<file path="src/hdl/bca_pkg.sv">
// Shared constants, codes and types of the block chain allocator.
package bca_pkg;

  // Table geometry and field widths
  localparam int TABLE_ENTRIES = 64;
  localparam int BLOCK_BYTES   = 1024;
  localparam int IDX_W         = $clog2(TABLE_ENTRIES);
  localparam int CNT_W         = $clog2(TABLE_ENTRIES + 2);
  localparam int SIZE_W        = 24;
  localparam int WORD_W        = 16;
  localparam int WALK_LIMIT    = TABLE_ENTRIES + 1;

  localparam logic [WORD_W-1:0] END_MARK  = 16'hFFFF;
  localparam logic [WORD_W-1:0] FREE_MARK = 16'h0000;

  typedef enum logic [1:0] {
    KIND_ALLOC   = 2'd0,
    KIND_RELEASE = 2'd1,
    KIND_FOLLOW  = 2'd2,
    KIND_CLEAR   = 2'd3
  } kind_e;

  typedef enum logic [1:0] {
    ST_OK       = 2'd0,
    ST_NO_SPACE = 2'd1,
    ST_ZERO     = 2'd2
  } status_e;

  typedef enum logic [3:0] {
    S_IDLE,
    S_SCAN_RD,
    S_SCAN_EV,
    S_LINK_END,
    S_WALK_RD,
    S_WALK_EV,
    S_FOLLOW_RD,
    S_FOLLOW_EV,
    S_DONE
  } state_e;

  // Sequencer to table port controls
  typedef struct packed {
    logic              we;
    logic [IDX_W-1:0]  waddr;
    logic [WORD_W-1:0] wdata;
    logic [IDX_W-1:0]  raddr;
    logic              clear;
  } tbl_ctrl_t;

endpackage

</file>
<file path="src/hdl/bca_if.sv">
// Request and response channel interfaces of the block chain allocator.
interface bca_req_if;
  logic                          valid;
  logic                          ready;
  bca_pkg::kind_e                kind;
  logic [bca_pkg::SIZE_W-1:0]    byte_size;
  logic [5:0]                    start_block;

  modport source (output valid, kind, byte_size, start_block, input ready);
  modport sink   (input valid, kind, byte_size, start_block, output ready);
endinterface

interface bca_rsp_if;
  logic                          valid;
  logic                          ready;
  bca_pkg::status_e              status;
  logic [5:0]                    head_block;
  logic [bca_pkg::WORD_W-1:0]    link_word;
  logic [6:0]                    free_blocks;

  modport source (output valid, status, head_block, link_word, free_blocks, input ready);
  modport sink   (input valid, status, head_block, link_word, free_blocks, output ready);
endinterface

</file>
<file path="src/hdl/bca_table.sv">
// Link table memory with per-entry valid bits; invalid entries read as free.
module bca_table (
  input  logic                       clk_i,
  input  logic                       rst_ni,
  input  bca_pkg::tbl_ctrl_t         ctrl_i,
  output logic [bca_pkg::WORD_W-1:0] rd_data_o
);
  import bca_pkg::*;

  logic [WORD_W-1:0]        mem [TABLE_ENTRIES];
  logic [TABLE_ENTRIES-1:0] valid_q;
  logic [WORD_W-1:0]        rd_q;
  logic                     rd_valid_q;

  // Storage array, one write and one registered read per cycle
  always_ff @(posedge clk_i) begin
    if (ctrl_i.we) begin
      mem[ctrl_i.waddr] <= ctrl_i.wdata;
    end
    rd_q <= mem[ctrl_i.raddr];
  end

  // Valid bits: cleared at once by reset or a clear request
  always_ff @(posedge clk_i or negedge rst_ni) begin
    if (!rst_ni) begin
      valid_q    <= '0;
      rd_valid_q <= 1'b0;
    end else begin
      rd_valid_q <= valid_q[ctrl_i.raddr];
      if (ctrl_i.clear) begin
        valid_q <= '0;
      end else if (ctrl_i.we) begin
        valid_q[ctrl_i.waddr] <= 1'b1;
      end
    end
  end

  assign rd_data_o = rd_valid_q ? rd_q : FREE_MARK;

endmodule

</file>
<file path="src/hdl/block_chain_allocator.sv">
// Top level of the block chain allocator: request sequencer and result register.
//
//   channel | dir | modport       | words
//   req_i   | in  | sink          | kind, byte_size, start_block
//   rsp_o   | out | source        | status, head_block, link_word, free_blocks
//
// Allocate reads then evaluates each entry scanned, then writes the end mark;
//   release does so for each link walked, follow for one entry; clear and
//   rejected requests go straight to done; the table read output is registered.
// Reset clears the table valid bits at once; no clearing pass is needed.
// A request is taken only in idle; a finished word waits in the result
// register, so the next request may be taken while the response is stalled.
module block_chain_allocator (
  input  logic clk_i,
  input  logic rst_ni,
  bca_req_if.sink   req_i,
  bca_rsp_if.source rsp_o
);
  import bca_pkg::*;

  state_e            state_q, state_d;
  logic [CNT_W-1:0]  need_q, need_d;
  logic [CNT_W-1:0]  idx_q, idx_d;
  logic [CNT_W-1:0]  taken_q, taken_d;
  logic [CNT_W-1:0]  free_q, free_d;
  logic [IDX_W-1:0]  cur_q, cur_d;
  logic [IDX_W-1:0]  prev_q, prev_d;
  logic              have_prev_q, have_prev_d;
  status_e           st_q, st_d;
  logic [IDX_W-1:0]  head_q, head_d;
  logic [WORD_W-1:0] word_q, word_d;

  logic              out_valid_q, out_valid_d;
  status_e           res_st_q, res_st_d;
  logic [IDX_W-1:0]  res_head_q, res_head_d;
  logic [WORD_W-1:0] res_word_q, res_word_d;
  logic [CNT_W-1:0]  res_free_q, res_free_d;

  tbl_ctrl_t         tbl_ctrl;
  logic [WORD_W-1:0] rd_data;

  logic [SIZE_W-1:0] quot_c, rem_c;
  logic [SIZE_W:0]   blk_c;
  logic [CNT_W-1:0]  need_c;
  logic              accept;
  logic              start_oob;
  logic              rd_free;
  logic              walk_stop;
  logic              scan_done;
  logic              load_res;

  bca_table u_table (
    .clk_i     (clk_i),
    .rst_ni    (rst_ni),
    .ctrl_i    (tbl_ctrl),
    .rd_data_o (rd_data)
  );

  // Round the byte size up to whole blocks, saturated at the walk limit
  assign quot_c = req_i.byte_size / SIZE_W'(BLOCK_BYTES);
  assign rem_c  = req_i.byte_size % SIZE_W'(BLOCK_BYTES);
  assign blk_c  = (SIZE_W+1)'(quot_c) + (SIZE_W+1)'(rem_c != '0);
  assign need_c = (blk_c > (SIZE_W+1)'(WALK_LIMIT)) ? CNT_W'(WALK_LIMIT)
                                                     : blk_c[CNT_W-1:0];

  assign req_i.ready = (state_q == S_IDLE);
  assign accept      = req_i.valid && req_i.ready;
  assign start_oob   = ({1'b0, req_i.start_block} >= (IDX_W+1)'(TABLE_ENTRIES));
  assign rd_free     = (rd_data == FREE_MARK);
  assign walk_stop   = ((idx_q + 1'b1) == need_q) || (rd_data == END_MARK) ||
                       (rd_data >= WORD_W'(TABLE_ENTRIES));
  assign scan_done   = (rd_free && ((taken_q + 1'b1) == need_q)) ||
                       (idx_q == CNT_W'(TABLE_ENTRIES - 1));
  assign load_res    = (state_q == S_DONE) && (!out_valid_q || rsp_o.ready);

  // Next state
  always_comb begin
    state_d = state_q;
    unique case (state_q)
      S_IDLE: begin
        if (accept) begin
          unique case (req_i.kind)
            KIND_ALLOC: begin
              if (need_c == '0 || need_c > free_q) state_d = S_DONE;
              else                                 state_d = S_SCAN_RD;
            end
            KIND_RELEASE: begin
              if (need_c == '0 || start_oob) state_d = S_DONE;
              else                           state_d = S_WALK_RD;
            end
            KIND_FOLLOW: begin
              if (start_oob) state_d = S_DONE;
              else           state_d = S_FOLLOW_RD;
            end
            KIND_CLEAR: state_d = S_DONE;
          endcase
        end
      end
      S_SCAN_RD:   state_d = S_SCAN_EV;
      S_SCAN_EV:   state_d = scan_done ? S_LINK_END : S_SCAN_RD;
      S_LINK_END:  state_d = S_DONE;
      S_WALK_RD:   state_d = S_WALK_EV;
      S_WALK_EV:   state_d = walk_stop ? S_DONE : S_WALK_RD;
      S_FOLLOW_RD: state_d = S_FOLLOW_EV;
      S_FOLLOW_EV: state_d = S_DONE;
      S_DONE:      state_d = load_res ? S_IDLE : S_DONE;
      default:     state_d = S_IDLE;
    endcase
  end

  // Datapath and table controls
  always_comb begin
    need_d      = need_q;
    idx_d       = idx_q;
    taken_d     = taken_q;
    free_d      = free_q;
    cur_d       = cur_q;
    prev_d      = prev_q;
    have_prev_d = have_prev_q;
    st_d        = st_q;
    head_d      = head_q;
    word_d      = word_q;
    tbl_ctrl    = '{we: 1'b0, waddr: cur_q, wdata: FREE_MARK, raddr: cur_q,
                    clear: 1'b0};
    unique case (state_q)
      S_IDLE: begin
        if (accept) begin
          need_d      = need_c;
          idx_d       = '0;
          taken_d     = '0;
          have_prev_d = 1'b0;
          cur_d       = req_i.start_block;
          st_d        = ST_OK;
          head_d      = '0;
          word_d      = FREE_MARK;
          unique case (req_i.kind)
            KIND_ALLOC: begin
              if (need_c == '0)        st_d = ST_ZERO;
              else if (need_c > free_q) st_d = ST_NO_SPACE;
            end
            KIND_CLEAR: begin
              tbl_ctrl.clear = 1'b1;
              free_d         = CNT_W'(TABLE_ENTRIES);
            end
            default: ;
          endcase
        end
      end
      S_SCAN_RD: begin
        tbl_ctrl.raddr = idx_q[IDX_W-1:0];
      end
      S_SCAN_EV: begin
        // Link the previous free block to this one; its end marker comes last
        if (rd_free) begin
          if (have_prev_q) begin
            tbl_ctrl.we    = 1'b1;
            tbl_ctrl.waddr = prev_q;
            tbl_ctrl.wdata = WORD_W'(idx_q);
          end else begin
            head_d = idx_q[IDX_W-1:0];
          end
          prev_d      = idx_q[IDX_W-1:0];
          have_prev_d = 1'b1;
          taken_d     = taken_q + 1'b1;
        end
        idx_d = idx_q + 1'b1;
      end
      S_LINK_END: begin
        tbl_ctrl.we    = 1'b1;
        tbl_ctrl.waddr = prev_q;
        tbl_ctrl.wdata = END_MARK;
        free_d         = free_q - taken_q;
      end
      S_WALK_RD: begin
        tbl_ctrl.raddr = cur_q;
      end
      S_WALK_EV: begin
        // Free a used entry, then follow its link
        if (!rd_free) begin
          tbl_ctrl.we    = 1'b1;
          tbl_ctrl.waddr = cur_q;
          tbl_ctrl.wdata = FREE_MARK;
          free_d         = free_q + 1'b1;
        end
        idx_d = idx_q + 1'b1;
        cur_d = rd_data[IDX_W-1:0];
      end
      S_FOLLOW_RD: begin
        tbl_ctrl.raddr = cur_q;
      end
      S_FOLLOW_EV: begin
        word_d = rd_data;
      end
      S_DONE: ;
      default: ;
    endcase
  end

  // Result register
  always_comb begin
    out_valid_d = out_valid_q;
    res_st_d    = res_st_q;
    res_head_d  = res_head_q;
    res_word_d  = res_word_q;
    res_free_d  = res_free_q;
    if (out_valid_q && rsp_o.ready) begin
      out_valid_d = 1'b0;
    end
    if (load_res) begin
      out_valid_d = 1'b1;
      res_st_d    = st_q;
      res_head_d  = head_q;
      res_word_d  = word_q;
      res_free_d  = free_q;
    end
  end

  always_ff @(posedge clk_i or negedge rst_ni) begin
    if (!rst_ni) begin
      state_q     <= S_IDLE;
      free_q      <= CNT_W'(TABLE_ENTRIES);
      out_valid_q <= 1'b0;
      have_prev_q <= 1'b0;
      need_q      <= '0;
      idx_q       <= '0;
      taken_q     <= '0;
    end else begin
      state_q     <= state_d;
      free_q      <= free_d;
      out_valid_q <= out_valid_d;
      have_prev_q <= have_prev_d;
      need_q      <= need_d;
      idx_q       <= idx_d;
      taken_q     <= taken_d;
    end
  end

  always_ff @(posedge clk_i) begin
    cur_q      <= cur_d;
    prev_q     <= prev_d;
    st_q       <= st_d;
    head_q     <= head_d;
    word_q     <= word_d;
    res_st_q   <= res_st_d;
    res_head_q <= res_head_d;
    res_word_q <= res_word_d;
    res_free_q <= res_free_d;
  end

  assign rsp_o.valid       = out_valid_q;
  assign rsp_o.status      = res_st_q;
  assign rsp_o.head_block  = res_head_q;
  assign rsp_o.link_word   = res_word_q;
  assign rsp_o.free_blocks = res_free_q;

  // Checks
  a_free_bound: assert property (@(posedge clk_i) disable iff (!rst_ni)
    free_q <= CNT_W'(TABLE_ENTRIES))
    else $error("free count above table size");

  a_no_write_idle: assert property (@(posedge clk_i) disable iff (!rst_ni)
    (state_q == S_IDLE || state_q == S_DONE) |-> !tbl_ctrl.we)
    else $error("table write outside a request");

  a_rsp_from_done: assert property (@(posedge clk_i) disable iff (!rst_ni)
    $rose(out_valid_q) |-> $past(state_q) == S_DONE)
    else $error("response word raised outside completion");

  a_taken_bound: assert property (@(posedge clk_i) disable iff (!rst_ni)
    (state_q == S_SCAN_RD || state_q == S_SCAN_EV) |-> taken_q < need_q)
    else $error("allocation scan took more blocks than asked");

endmodule
</file>
<file path="src/flat_wrapper.sv">
// flat-port wrapper written by rule: the top's interface ports become plain ports
module block_chain_allocator_flat import bca_pkg::*;
  (clk_i, rst_ni, req_i_valid, req_i_kind, req_i_byte_size, req_i_start_block, req_i_ready, rsp_o_valid, rsp_o_status, rsp_o_head_block, rsp_o_link_word, rsp_o_free_blocks, rsp_o_ready);
  bca_req_if req_i_i ();
  bca_rsp_if rsp_o_i ();
  input  logic clk_i;
  input  logic rst_ni;
  input wire logic [$bits(req_i_i.valid)-1:0] req_i_valid;
  input wire logic [$bits(req_i_i.kind)-1:0] req_i_kind;
  input wire logic [$bits(req_i_i.byte_size)-1:0] req_i_byte_size;
  input wire logic [$bits(req_i_i.start_block)-1:0] req_i_start_block;
  output wire logic [$bits(req_i_i.ready)-1:0] req_i_ready;
  output wire logic [$bits(rsp_o_i.valid)-1:0] rsp_o_valid;
  output wire logic [$bits(rsp_o_i.status)-1:0] rsp_o_status;
  output wire logic [$bits(rsp_o_i.head_block)-1:0] rsp_o_head_block;
  output wire logic [$bits(rsp_o_i.link_word)-1:0] rsp_o_link_word;
  output wire logic [$bits(rsp_o_i.free_blocks)-1:0] rsp_o_free_blocks;
  input wire logic [$bits(rsp_o_i.ready)-1:0] rsp_o_ready;
  assign req_i_i.valid = req_i_valid;
  assign req_i_i.kind = req_i_kind;
  assign req_i_i.byte_size = req_i_byte_size;
  assign req_i_i.start_block = req_i_start_block;
  assign req_i_ready = req_i_i.ready;
  assign rsp_o_valid = rsp_o_i.valid;
  assign rsp_o_status = rsp_o_i.status;
  assign rsp_o_head_block = rsp_o_i.head_block;
  assign rsp_o_link_word = rsp_o_i.link_word;
  assign rsp_o_free_blocks = rsp_o_i.free_blocks;
  assign rsp_o_i.ready = rsp_o_ready;
  block_chain_allocator u_core (.clk_i(clk_i), .rst_ni(rst_ni), .req_i(req_i_i), .rsp_o(rsp_o_i));
endmodule
</file>
<file path="config.mk">
export PLATFORM = sky130hd
export DESIGN_NAME = block_chain_allocator_flat
export DESIGN_NICKNAME = d
export VERILOG_FILES = /design/src/hdl/bca_pkg.sv /design/src/hdl/bca_if.sv /design/src/hdl/bca_table.sv /design/src/hdl/block_chain_allocator.sv /design/src/flat_wrapper.sv
export SDC_FILE = /design/constraint.sdc
export NUM_CORES = 1
export LEC_CHECK = 0
export ABC_AREA = 1
export BUFFER_PORTS_ARGS = -buffer_cell sky130_fd_sc_hd__clkbuf_2
export CAP_MARGIN = 20
export CORE_MARGIN = 2
export CORE_UTILIZATION = 33
export DETAILED_ROUTE_END_ITERATION = 10
export HOLD_SLACK_MARGIN = 0.1
export MAX_ROUTING_LAYER = met4
export SETUP_SLACK_MARGIN = 0.15
export SYNTH_ARGS = -nofsm -noshare
export SYNTH_HDL_FRONTEND = slang
export SYNTH_SLANG_ARGS = --single-unit
</file>
<file path="constraint.sdc">
create_clock -name clk_i -period 5.8 [get_ports clk_i]
set_input_delay 0.58 -clock clk_i [delete_from_list [all_inputs] [get_ports clk_i]]
set_output_delay 0.58 -clock clk_i [all_outputs]
set_load 0.03 [all_outputs]
</file>
Word level (Yosys, flattened, before mapping) --
Memories as Yosys holds them, arrays and structs flattened. A register that Yosys moved wholly into a read port is not among the register bits. Cells that the tools add are included.
Cells by class: div/mod/pow operators 0, multipliers 0, reduce and logical (&&, ||, !) cells 34, $lt $le $gt $ge 6, muxes and demuxes 49, equal/unequal tests 20, shift operators 0, add/sub/neg operators 5, bitwise logic cells 2
Operators with widths (number):
- two-way mux 64 bit | 2
- two-way mux 23 bit | 3
- one-hot mux 23 bit (3 select lines) | 1
- bitwise OR 64 bit | 1
- two-way mux 7 bit | 6
- two-way mux 16 bit | 2
- one-hot mux 16 bit (2 select lines) | 1
- one-hot mux 4 bit (8 select lines) | 1
- two-way mux 6 bit | 5
- one-hot mux 7 bit (2 select lines) | 2
- > comparator 25 x 7 -> 1 bit (second input constant) | 1
- one-hot mux 6 bit (2 select lines) | 2
- nonzero test 24 bit | 1
- adder 7 x 1 -> 7 bit (second input constant) | 3
- one-hot mux 7 bit (3 select lines) | 1
- two-way mux 4 bit | 5
- == test 16 bit (second input constant) | 1
- == test 4 x 3 -> 1 bit (second input constant) | 4
- greater-or-equal comparator 16 x 7 -> 1 bit (second input constant) | 1
- logical NOT 16 bit | 1
- one-hot mux 4 bit (4 select lines) | 1
- adder 14 x 1 -> 15 bit | 1
- == test 7 bit | 2
- < comparator 6 x 7 -> 1 bit (second input constant) | 2
- other kinds (29) | 66
Word-level totals: memory bits (read-only) 0, bits in registers 166, output and inout port bits 33, memories 1, memory bits (writable) 1024, input port bits 36, logic and storage cells 136, bits in latches 0
Memories:
- u_core.u_table.mem | words 64, bits a word 16, rd ports 1, clocked after memory_dff 1, write ports 1, line bca_table.sv:10 | logic [WORD_W-1:0] mem [TABLE_ENTRIES];

Logic depth before layout (Yosys ltp) --
Gate-level depths: netlist (run 1).
word-level depth 11, gate-level depth with buffers 24, mapped depth without buffers 24

Hierarchy --
Synthesis (run 1) repeated with hierarchy kept, for this count alone.
Second synthesis, totals: cell total of the unflattened synthesis 4524, area, all modules 50103.1 um^2
Modules (own cells, without submodules):
- bca_table | area an instance 44868.0 um^2, sequential area each 32696.4 um^2, cells an instance 3940, times used 1
- block_chain_allocator | area an instance 5235.0 um^2, sequential area each 2864.0 um^2, cells an instance 584, times used 1

Worst setup path after synthesis (run 1) --
OpenSTA, ideal clock, no wires.
path kind register to register, start register u_core.state_q[3], end memory u_core.u_table.mem[0][0] (data pin), arrival time 3803 ps, clock period less this slack 4505 ps, cell stages (with the launch flop) 6, setup time 702 ps, buffers on the path 0, data required time 5098 ps, setup slack 1295 ps, cell sequence dfrtp_1 nor2_2 inv_2 nor2_1 inv_2 o21ai_0
RTL lines:
- start, declared | line block_chain_allocator.sv:21 | state_e state_q, state_d;
- start signal, assigned | line block_chain_allocator.sv:228 | state_q <= state_d;
- end, declared | line bca_table.sv:10

Worst setup path in the final report (run 1) --
start register u_core.state_q[3], end register u_core.u_table.rd_q[1], read port of u_core.u_table.mem
Between the ends: word-level cells in the longest chain between the ends 2
RTL lines:
- == test 4 x 1 -> 1 bit | line block_chain_allocator.sv:125 | unique case (state_q)
- two-way mux 6 bit | line block_chain_allocator.sv:125
- end, declared | line bca_table.sv:12 | logic [WORD_W-1:0] rd_q;
Every way passes these cells. A chain may end at the register's enable or synchronous reset.

==> results of run 1 <==
## power by group through the flow
stage | Sequential (mW) | Combinational [mW] | Clock [mW]
5_1_grt | 5.98 | 5.41 | 4.60
4_1_cts | 5.94 | 4.92 | 4.39
6_report | 5.94 | 4.92 | 4.32
3_3_place_gp | 6.04 | 4.85 | 0
3_5_place_dp | 6.04 | 4.90 | 0
2_1_floorplan | 6.03 | 3.38 | 0
## layout make-up
cell class              count  share of cell area
clock inverters            27            0.005618
repair buffers             98             0.01883
multi-input cells        1460              0.2317
inverters                 400             0.04566
clock buffers             101             0.06107
well taps                1165             0.04422
flip-flops and latches    670              0.5929
## per-layer routing
layer	track usage	routed length (µm)
met3	0.03523	5203
met4	0.04691	1816
met2	0.2574	34080
met5	-	0
met1	0.2245	32850
## cell families after synthesis
family	count (synthesis)	share of synthesized area
compound gates	393	0.09183
buf+inv	535	0.07445
xor+xnor	17	0.005094
simple gates	1031	0.1515
flops	670	0.6687
fa+ha+maj	19	0.008391
## path summary, 6_finish.rpt
kind	startpoint	end	slack [ns]
worst max-delay path	u_core.state_q[3]	u_core.u_table.rd_q[1]	1.88
min in group asynchronous	rst_ni	u_core.taken_q[1]	0.59
worst min-delay path	rsp_o_ready	u_core.rsp_o.valid	0.18
worst max register to register	u_core.state_q[3]	u_core.u_table.rd_q[1]	1.88
max in group asynchronous	rst_ni	u_core.u_table.valid_q[62]	3.97
worst min register to register	u_core.word_q[3]	u_core.rsp_o.link_word[3]	0.41
## registers in the layout, indices dropped and copies added, names as in the netlist, 7 cells and up
signal / count
u_core.free_q: 7
u_core.idx_q: 7
u_core.need_q: 7
u_core.rsp_o.free_blocks: 7
u_core.rsp_o.link_word: 8
u_core.taken_q: 7
u_core.u_table.mem: 512
u_core.u_table.rd_q: 8
u_core.u_table.valid_q: 64
u_core.word_q: 8
## cells in the mapped netlist (2+ instances only)
| master | number |
|---|---|
| nand2_4 | 3 |
| ha_1 | 18 |
| o21ai_1 | 3 |
| nand3_1 | 289 |
| a21oi_1 | 46 |
| nor2_4 | 9 |
| buf_4 | 13 |
| o22ai_1 | 13 |
| o21ai_2 | 7 |
| o31ai_1 | 4 |
| nor3_1 | 5 |
| o21ai_0 | 61 |
| dfxtp_1 | 8 |
| inv_2 | 24 |
| nand4_1 | 7 |
| edfxtp_1 | 563 |
| nand2_1 | 542 |
| nand2_2 | 4 |
| clkinv_1 | 10 |
| xor2_1 | 12 |
| nor2_1 | 153 |
| clkbuf_1 | 42 |
| nor2_2 | 9 |
| dfrtp_1 | 98 |
| inv_1 | 366 |
| xnor2_1 | 5 |
| o211ai_1 | 253 |
| buf_6 | 2 |
| a31oi_1 | 2 |
| buf_1 | 7 |
| nor3_4 | 2 |
| o21ai_4 | 2 |
| buf_2 | 70 |
| nor4_1 | 5 |
## critical path, stage by stage, from the launching register on
cell	delay, ns
dfrtp_1	0.42
nor2_2	0.20
nand2_2	0.27
o21ai_4	0.25
buf_4	0.71
buf_4	0.86
o21ai_0	0.22
inv_1	0.11
o21ai_0	0.08
nand3_1	0.10
nand3_1	0.14
nand3_1	0.11
nand3_1	0.18
nand2_1	0.12
## metrics by stage
stage          utilization  hold WS [ns]  setup WS (ns)
2_1_floorplan            -        0.2844          1.295
3_3_place_gp        0.3489        0.4021          2.030
3_5_place_dp        0.3489        0.4045          1.967
4_1_cts             0.3739        0.1470          1.945
5_1_grt             0.3741        0.1415          1.666
6_report            0.3741        0.1802          1.877
==> impl_metrics.env, run 1 <==
export IMPL_num_vias=19390
export IMPL_routed_wl_mm=73.95
export IMPL_p_clk_frac=0.285
export IMPL_layout_cells_most_common="edfxtp_1"
export IMPL_fin_area_mm2=0.03296
export IMPL_max_slew_margin_rel=0.3162
export IMPL_io_pins=69
export IMPL_die_area_mm2=0.09096
export IMPL_fill_cells=8582
export IMPL_max_freq_ghz=0.2549
export IMPL_grt_max_degree=210
export IMPL_clk_pin_slew_worst_paths_ns=0.06
export IMPL_place_congestion=0.8473
export IMPL_multi_input_area_mm2=0.007636
export IMPL_seqPwrFrac=0.392
export IMPL_cts_tree="done"
export IMPL_dr_pass1_iters=5
export IMPL_cp_max_fo=76
export IMPL_synth_top_area_cell="edfxtp_1"
export IMPL_slew_violations=0
export IMPL_syn_avg_cell_area_um2=10.97
export IMPL_setup_viol_count_final=0
export IMPL_crit_path_end_kind="flop"
export IMPL_die_w_um=301.6
export IMPL_netSwitchingFraction=0.3694
export IMPL_cts_path_max_buffers=3
export IMPL_grt_usage=0.1675
export IMPL_nets=2754
export IMPL_placed_cells=3791
export IMPL_power_mw=15.18
export IMPL_crit_type="reg -> reg"
export IMPL_yosysSeqAreaShare=0.6687
export IMPL_drive_gt1_frac=0.09797
export IMPL_initial_core_util=0.3317
export IMPL_first_iter_violations=1780
export IMPL_numPortBuffers=68
export IMPL_p_leak_nw=13.16
export IMPL_numCtsBuffers=69
export IMPL_clock_sinks=670
export IMPL_synth_nets=2720
export IMPL_synth_edf_count=563
export IMPL_pwr_share_comb=0.324
export IMPL_cts_hold_buf=1
export IMPL_register_area_mm2=0.01955
export IMPL_die_y_um=301.6
export IMPL_ir_worst_vdd_mv=0.4343
export IMPL_grt_overflow_total=0
export IMPL_grt_pass1_vias=18380
export IMPL_skew_ns=0.02549
export IMPL_clkLatencyLatePin_ns=0.62
export IMPL_switching_power_mw=5.607
export IMPL_synth_top_area_frac=0.5784
export IMPL_wire_per_inst_um=18.86
export IMPL_power_density_mw_per_mm2=460.5
export IMPL_synthTopCellsByArea="edfxtp_1, dfrtp_1, nand2_1, o211ai_1, nand3_1"
export IMPL_period_needed_ns=3.923
export IMPL_ctsRootBufferMaster="clkbuf_16"
export IMPL_antenna_left=0
export IMPL_post_cts_buffers=0
export IMPL_hold_class="in -> reg"
export IMPL_layout_common_cells="edfxtp_1, nand2_1, inv_1"
export IMPL_syn_to_final_growth_pct=12.78
export IMPL_antenna_found_initial=0
export IMPL_hpwlAfterDp_mm=44.47
export IMPL_ys_seq_elements=670
export IMPL_ctsResizeCount=0
export IMPL_placed_area_mm2=0.03073
export IMPL_antenna_cells=0
export IMPL_grt_pass1_wl_mm=112.6
export IMPL_hold_viol=0
export IMPL_post_route_period_util=0.6764
export IMPL_setup_tns_ns=0
export IMPL_maxCapViolations=0
export IMPL_drc_errors=0
export IMPL_required_ns=6.36
export IMPL_core_mm2=0.08810
export IMPL_ys_warn_count=0
export IMPL_hold_depth=2
export IMPL_p_int_mw=9.571
export IMPL_rsz0062_at_grt="false"
export IMPL_worstRegToRegCells=13
export IMPL_start_kind="flop"
export IMPL_syn_inst=2665
export IMPL_status="finished, final reports clean"
export IMPL_cp_data_arrival_time_ns=4.49
export IMPL_instances_no_fill=3921
export IMPL_vias_per_cell=4.946
export IMPL_synthFlopType="edfxtp_1"
export IMPL_worst_pin_slew_ns=1.023
export IMPL_cts_htree_levels=3
export IMPL_async_reset_ff_frac=0.1478
export IMPL_rows=109
export IMPL_yosysUniqueCellTypes=42
export IMPL_synth_area_mm2=0.02923
No activity file was read; power rests on OpenSTA's default activity.
==> inputs of run 2 (changes only) <==
clock period = 4 ns   (was 5.8 ns; I/O delays follow)
==> run 2 against run 1 <==
Effect of this change:
- critical path depth shrank 1
- wire length shrank 4.0%
- die area is the same
- design area grew 0.99%
- critical path type unchanged
==> impl_metrics.env, run 2 (synthesized netlist as in run 1, its figures left out) <==
export IMPL_die_area_mm2=0.09096
export IMPL_post_cts_buffers=0
export IMPL_fill_cells=8594
export IMPL_layout_common_cells="edfxtp_1, nand2_1, inv_1"
export IMPL_clock_sinks=670
export IMPL_max_slew_margin_rel=0.2985
export IMPL_hpwlAfterDp_mm=42.73
export IMPL_drive_gt1_frac=0.1051
export IMPL_fin_area_mm2=0.03329
export IMPL_cts_tree="done"
export IMPL_regMostFlops="u_core.u_table.mem"
export IMPL_die_w_um=301.6
export IMPL_grt_usage=0.1608
export IMPL_maxCapViolations=0
export IMPL_layout_cells_most_common="edfxtp_1"
export IMPL_cts_hold_buf=2
export IMPL_wire_per_inst_um=17.99
export IMPL_vias_per_cell=4.883
export IMPL_status="finished, final reports clean"
export IMPL_drc_errors=0
export IMPL_nets=2776
export IMPL_post_route_period_util=0.7883
export IMPL_setup_viol_count_final=0
export IMPL_initial_core_util=0.3317
export IMPL_num_vias=19260
export IMPL_core_mm2=0.08810
export IMPL_power_density_mw_per_mm2=669.1
export IMPL_cpMaxStageDelayCell="dfrtp_1"
export IMPL_slew_violations=0
export IMPL_clk_pin_slew_worst_paths_ns=0.07
export IMPL_max_freq_ghz=0.3171
export IMPL_hold_ws_ns=0.1329
export IMPL_clkLatencyLatePin_ns=0.63
export IMPL_worst_pin_slew_ns=1.048
export IMPL_ctsRootBufferMaster="clkbuf_16"
export IMPL_cp_data_arrival_time_ns=3.63
export IMPL_numCtsBuffers=72
export IMPL_antenna_left=0
export IMPL_ctsResizeCount=0
export IMPL_cp_slowest_stage_delay_ns=0.42
export IMPL_grt_pass1_wl_mm=109.2
export IMPL_syn_to_final_growth_pct=13.90
export IMPL_period_needed_ns=3.153
export IMPL_ir_worst_vdd_mv=0.4633
export IMPL_rsz0062_at_grt="false"
export IMPL_io_pins=69
export IMPL_dr_pass1_iters=7
export IMPL_cts_path_max_buffers=3
export IMPL_placed_area_mm2=0.03098
export IMPL_place_congestion=0.8756
export IMPL_path_delay_family="simple AND/OR/NAND/NOR gates"
export IMPL_antenna_cells=0
export IMPL_crit_path_end_kind="flop"
export IMPL_die_y_um=301.6
export IMPL_skew_ns=0.02183
export IMPL_rows=109
export IMPL_numPortBuffers=68
export IMPL_start_kind="flop"
export IMPL_hold_class="in -> reg"
export IMPL_worst_path_buf_inv=2
export IMPL_cpMostUsedCell="nand3_1"
export IMPL_hold_viol=0
export IMPL_path_cells="nor2_2, nand2_2, o21ai_4, buf_4, buf_12, nand2_1, o211ai_1, nand3_1, nand3_1, nand3_1, nand3_1, nand2_1"
export IMPL_grt_pass1_vias=18510
export IMPL_routed_wl_mm=70.97
export IMPL_required_ns=4.48
export IMPL_grt_max_degree=145
export IMPL_crit_type="reg -> reg"
export IMPL_largest_register_ffs=512
export IMPL_cts_htree_levels=3
export IMPL_p_leak_nw=13.34
export IMPL_antenna_found_initial=0
export IMPL_first_iter_violations=1635
export IMPL_grt_overflow_total=0
export IMPL_reg_top3="u_core.u_table.mem (512), u_core.u_table.valid_q (64)"
export IMPL_cp_max_fo=137
[run 2: per-layer routing]
layer	vias up	part of all wire	GRT usage
li1	9281	-	-
met1	9317	0.44	0.2100
met2	538	0.47	0.2522
met3	124	0.061	0.03062
met4	0	0.028	0.05281
met5	-	0	-
[run 2: per-stage QoR]
stage / util / std cells / worst slack [ns] / power, mW / TNS [ns]
after floorplan: - / 2665 / -0.4779 / 13.63 / -91.74
after global placement: 0.3516 / 3810 / 0.5635 / 15.85 / 0
after detailed placement: 0.3516 / 3810 / 0.5529 / 15.91 / 0
after CTS: 0.3779 / 3944 / 0.9156 / 22.41 / 0
after global routing: 0.3779 / 3944 / 0.6284 / 23.52 / 0
final: 0.3779 / 3944 / 0.8469 / 22.28 / 0
[run 2: final timing paths]
check | from | to | slack [ns] | cells past startpoint
min in group asynchronous | rst_ni | u_core.need_q[0] | 0.18 | 2
setup / recovery | u_core.state_q[3] | u_core.u_table.rd_q[6] | 0.85 | 12
max in group asynchronous | rst_ni | u_core.u_table.valid_q[33] | 2.90 | 3
hold / removal | req_i_kind[1] | u_core.st_q[1] | 0.13 | 2
hold reg to reg | u_core.head_q[5] | u_core.rsp_o.head_block[5] | 0.42 | 0
setup reg to reg | u_core.state_q[3] | u_core.u_table.rd_q[6] | 0.85 | 12
[run 2: cell type report]
cell class | instances | area, µm² | area share
Sequential cell | 670 | 19550 | 0.5871
Multi-Input combinational cell | 1460 | 7636 | 0.2294
Clock buffer | 103 | 1998 | 0.06002
Inverter | 400 | 1504 | 0.04518
Tap cell | 1165 | 1458 | 0.04379
Timing Repair Buffer | 117 | 853.3 | 0.02563
Clock inverter | 29 | 296.5 | 0.008907
[run 2: worst reg2reg max path: cells and delay by family, from the launching register on]
kind                   cells  cell delay (ns)
and+or+nand+nor            8             1.51
buffers and inverters      2             0.66
AOI/OAI and AO/OA          2             0.44
DFF                        1             0.42
[run 2: where the power goes]
| part | internal (mW) | switching (mW) |
|---|---|---|
| logic | 2.11 | 5.06 |
| clock network | 3.77 | 2.73 |
| registers | 8.31 | 0.300 |
| total | 14.2 | 8.09 |
==> inputs of run 3 (changes only) <==
clock period = 2.85 ns   (was 4 ns; I/O delays follow)
==> run 3 against run 2 <==
Effect of this change:
- critical path depth is 2 higher
- clock-buffer cell count down 15
- non-clock buffer count increased by 109
- critical endpoint unchanged
- largest cell class unchanged
==> impl_metrics.env, run 3 (synthesized netlist as in run 1, its figures left out) <==
export IMPL_netSwitchingFraction=0.3623
export IMPL_die_y_um=301.6
export IMPL_layout_common_cells="edfxtp_1, nand2_1, inv_1"
export IMPL_antenna_found_initial=4
export IMPL_hpwlAfterDp_mm=45.38
export IMPL_skew_ns=0.02679
export IMPL_placed_area_mm2=0.03184
export IMPL_initial_core_util=0.3317
export IMPL_drc_errors=0
export IMPL_cts_htree_levels=3
export IMPL_vias_per_cell=4.861
export IMPL_ctsRootBufferMaster="clkbuf_16"
export IMPL_hold_class="in -> reg"
export IMPL_largest_register_ffs=512
export IMPL_antenna_left=0
export IMPL_die_area_mm2=0.09096
export IMPL_p_clk_frac=0.277
export IMPL_clock_sinks=670
export IMPL_grt_usage=0.1640
export IMPL_drive_gt1_frac=0.1675
export IMPL_post_route_period_util=0.9184
export IMPL_status="finished, final reports clean"
export IMPL_clk_pin_slew_worst_paths_ns=0.06
export IMPL_slew_violations=0
export IMPL_switching_power_mw=11.81
export IMPL_rsz0062_at_grt="true"
export IMPL_grt_max_degree=79
export IMPL_cp_max_fo=36
export IMPL_grt_pass1_vias=19280
export IMPL_ir_worst_vdd_mv=0.4585
export IMPL_maxCapViolations=0
export IMPL_dr_pass1_iters=5
export IMPL_routed_wl_mm=73.61
export IMPL_grt_pass1_wl_mm=111.9
export IMPL_utilization=0.3993
export IMPL_regMostFlops="u_core.u_table.mem"
export IMPL_period_needed_ns=2.617
export IMPL_rows=109
export IMPL_clkLatencyLatePin_ns=0.62
export IMPL_p_leak_nw=13.95
export IMPL_nets=2889
export IMPL_cts_path_max_buffers=3
export IMPL_numPortBuffers=68
export IMPL_numCtsBuffers=72
export IMPL_setup_tns_ns=0
export IMPL_layout_cells_most_common="edfxtp_1"
export IMPL_crit_type="reg -> reg"
export IMPL_die_w_um=301.6
export IMPL_start_kind="flop"
export IMPL_p_int_mw=20.79
export IMPL_reg_top3="u_core.u_table.mem (512), u_core.u_table.valid_q (64)"
export IMPL_wire_per_inst_um=18.14
export IMPL_cts_tree="done"
export IMPL_hold_viol=0
export IMPL_max_slew_margin_rel=0.4256
export IMPL_io_pins=69
export IMPL_grt_overflow_total=0
export IMPL_power_density_mw_per_mm2=927.0
export IMPL_max_freq_ghz=0.3821
export IMPL_core_mm2=0.08810
export IMPL_first_iter_violations=1589
export IMPL_seqPwrFrac=0.370
export IMPL_power_mw=32.61
export IMPL_cp_data_arrival_time_ns=3.09
export IMPL_required_ns=3.32
export IMPL_setup_viol_count_final=0
export IMPL_place_congestion=0.8483
export IMPL_worst_pin_slew_ns=0.8616
export IMPL_syn_to_final_growth_pct=20.36
export IMPL_pwr_share_comb=0.353
export IMPL_num_vias=19730
export IMPL_fin_area_mm2=0.03518
export IMPL_crit_path_end_kind="flop"
## run 3: area by class of cell
| cell class | count | area (µm²) |
|---|---|---|
| Sequential cell | 670 | 19550 |
| Timing Repair inverter | 4 | 25.02 |
| Timing Repair Buffer | 226 | 2246 |
| Antenna cell | 3 | 7.507 |
| Multi-Input combinational cell | 1460 | 8010 |
| Tap cell | 1165 | 1458 |
| Clock buffer | 88 | 1924 |
| Clock inverter | 42 | 350.3 |
| Inverter | 400 | 1607 |
| Fill cell | 8442 | 52930 |
## run 3: per-stage QoR
| step | hold slack, ns | cells | worst slack [ns] |
|---|---|---|---|
| 2_1_floorplan | -0.01059 | 2665 | -0.3811 |
| 3_3_place_gp | 0.4037 | 3870 | -0.4347 |
| 3_5_place_dp | 0.4090 | 3870 | -0.4887 |
| 4_1_cts | 0.1495 | 4021 | 0.1527 |
| 5_1_grt | 0.2046 | 4058 | 0.05345 |
| 6_report | 0.1575 | 4058 | 0.2326 |
## run 3: final timing paths
kind                                      from                         end  slack (ns)  depth (start not counted)
setup / recovery             u_core.state_q[1]      u_core.u_table.rd_q[6]        0.23                         14
hold / removal             req_i_byte_size[10]            u_core.need_q[0]        0.16                          4
setup reg to reg             u_core.state_q[1]      u_core.u_table.rd_q[6]        0.23                         14
hold reg to reg              u_core.word_q[14]  u_core.rsp_o.link_word[14]        0.42                          0
max in group asynchronous               rst_ni  u_core.u_table.valid_q[45]        1.60                          3
min in group asynchronous               rst_ni          u_core.rsp_o.valid        0.32                          2
## run 3: timing repair
| action | CTS | global route |
|---|---|---|
| hold buffers | 13 | 0 |
| setup endpoints to repair | 355 | 561 |
| resized for setup | 8 | 90 |
| hold endpoints to repair | 69 | 0 |
| pin swaps | 9 | 20 |
| gates cloned | 0 | 11 |
| buffers inserted | 8 | 23 |
## run 3: critical path: stages, from the launching register on
cell and delay (ns):
dfrtp_1 0.46, nor2_4 0.17, nand2_4 0.11, o21ai_4 0.35
buf_12 0.22, inv_2 0.07, buf_12 0.20, nand2_1 0.09
nand2_1 0.05, nand2_1 0.05, nand3_1 0.07, nand3_1 0.10
nand3_1 0.19, nand3_1 0.22, nand2_1 0.10
## run 3: power groups by stage
stage	clock network, mW	logic, mW	registers [mW]
floorplan	0	7.02	12.2
global placement	0	10.6	12.2
detailed placement	0	10.7	12.2
CTS	9.20	10.9	12.1
global route	9.59	12.6	12.1
finish	9.04	11.5	12.1
## run 3: routing by layer
| metal | vias up | part of all wire | track usage |
|---|---|---|---|
| met1 | 9496 | 0.43 | 0.2132 |
| met2 | 571 | 0.48 | 0.2602 |
| met3 | 140 | 0.059 | 0.02572 |
| met5 | - | 0 | - |
| li1 | 9520 | - | - |
| met4 | 0 | 0.029 | 0.05893 |
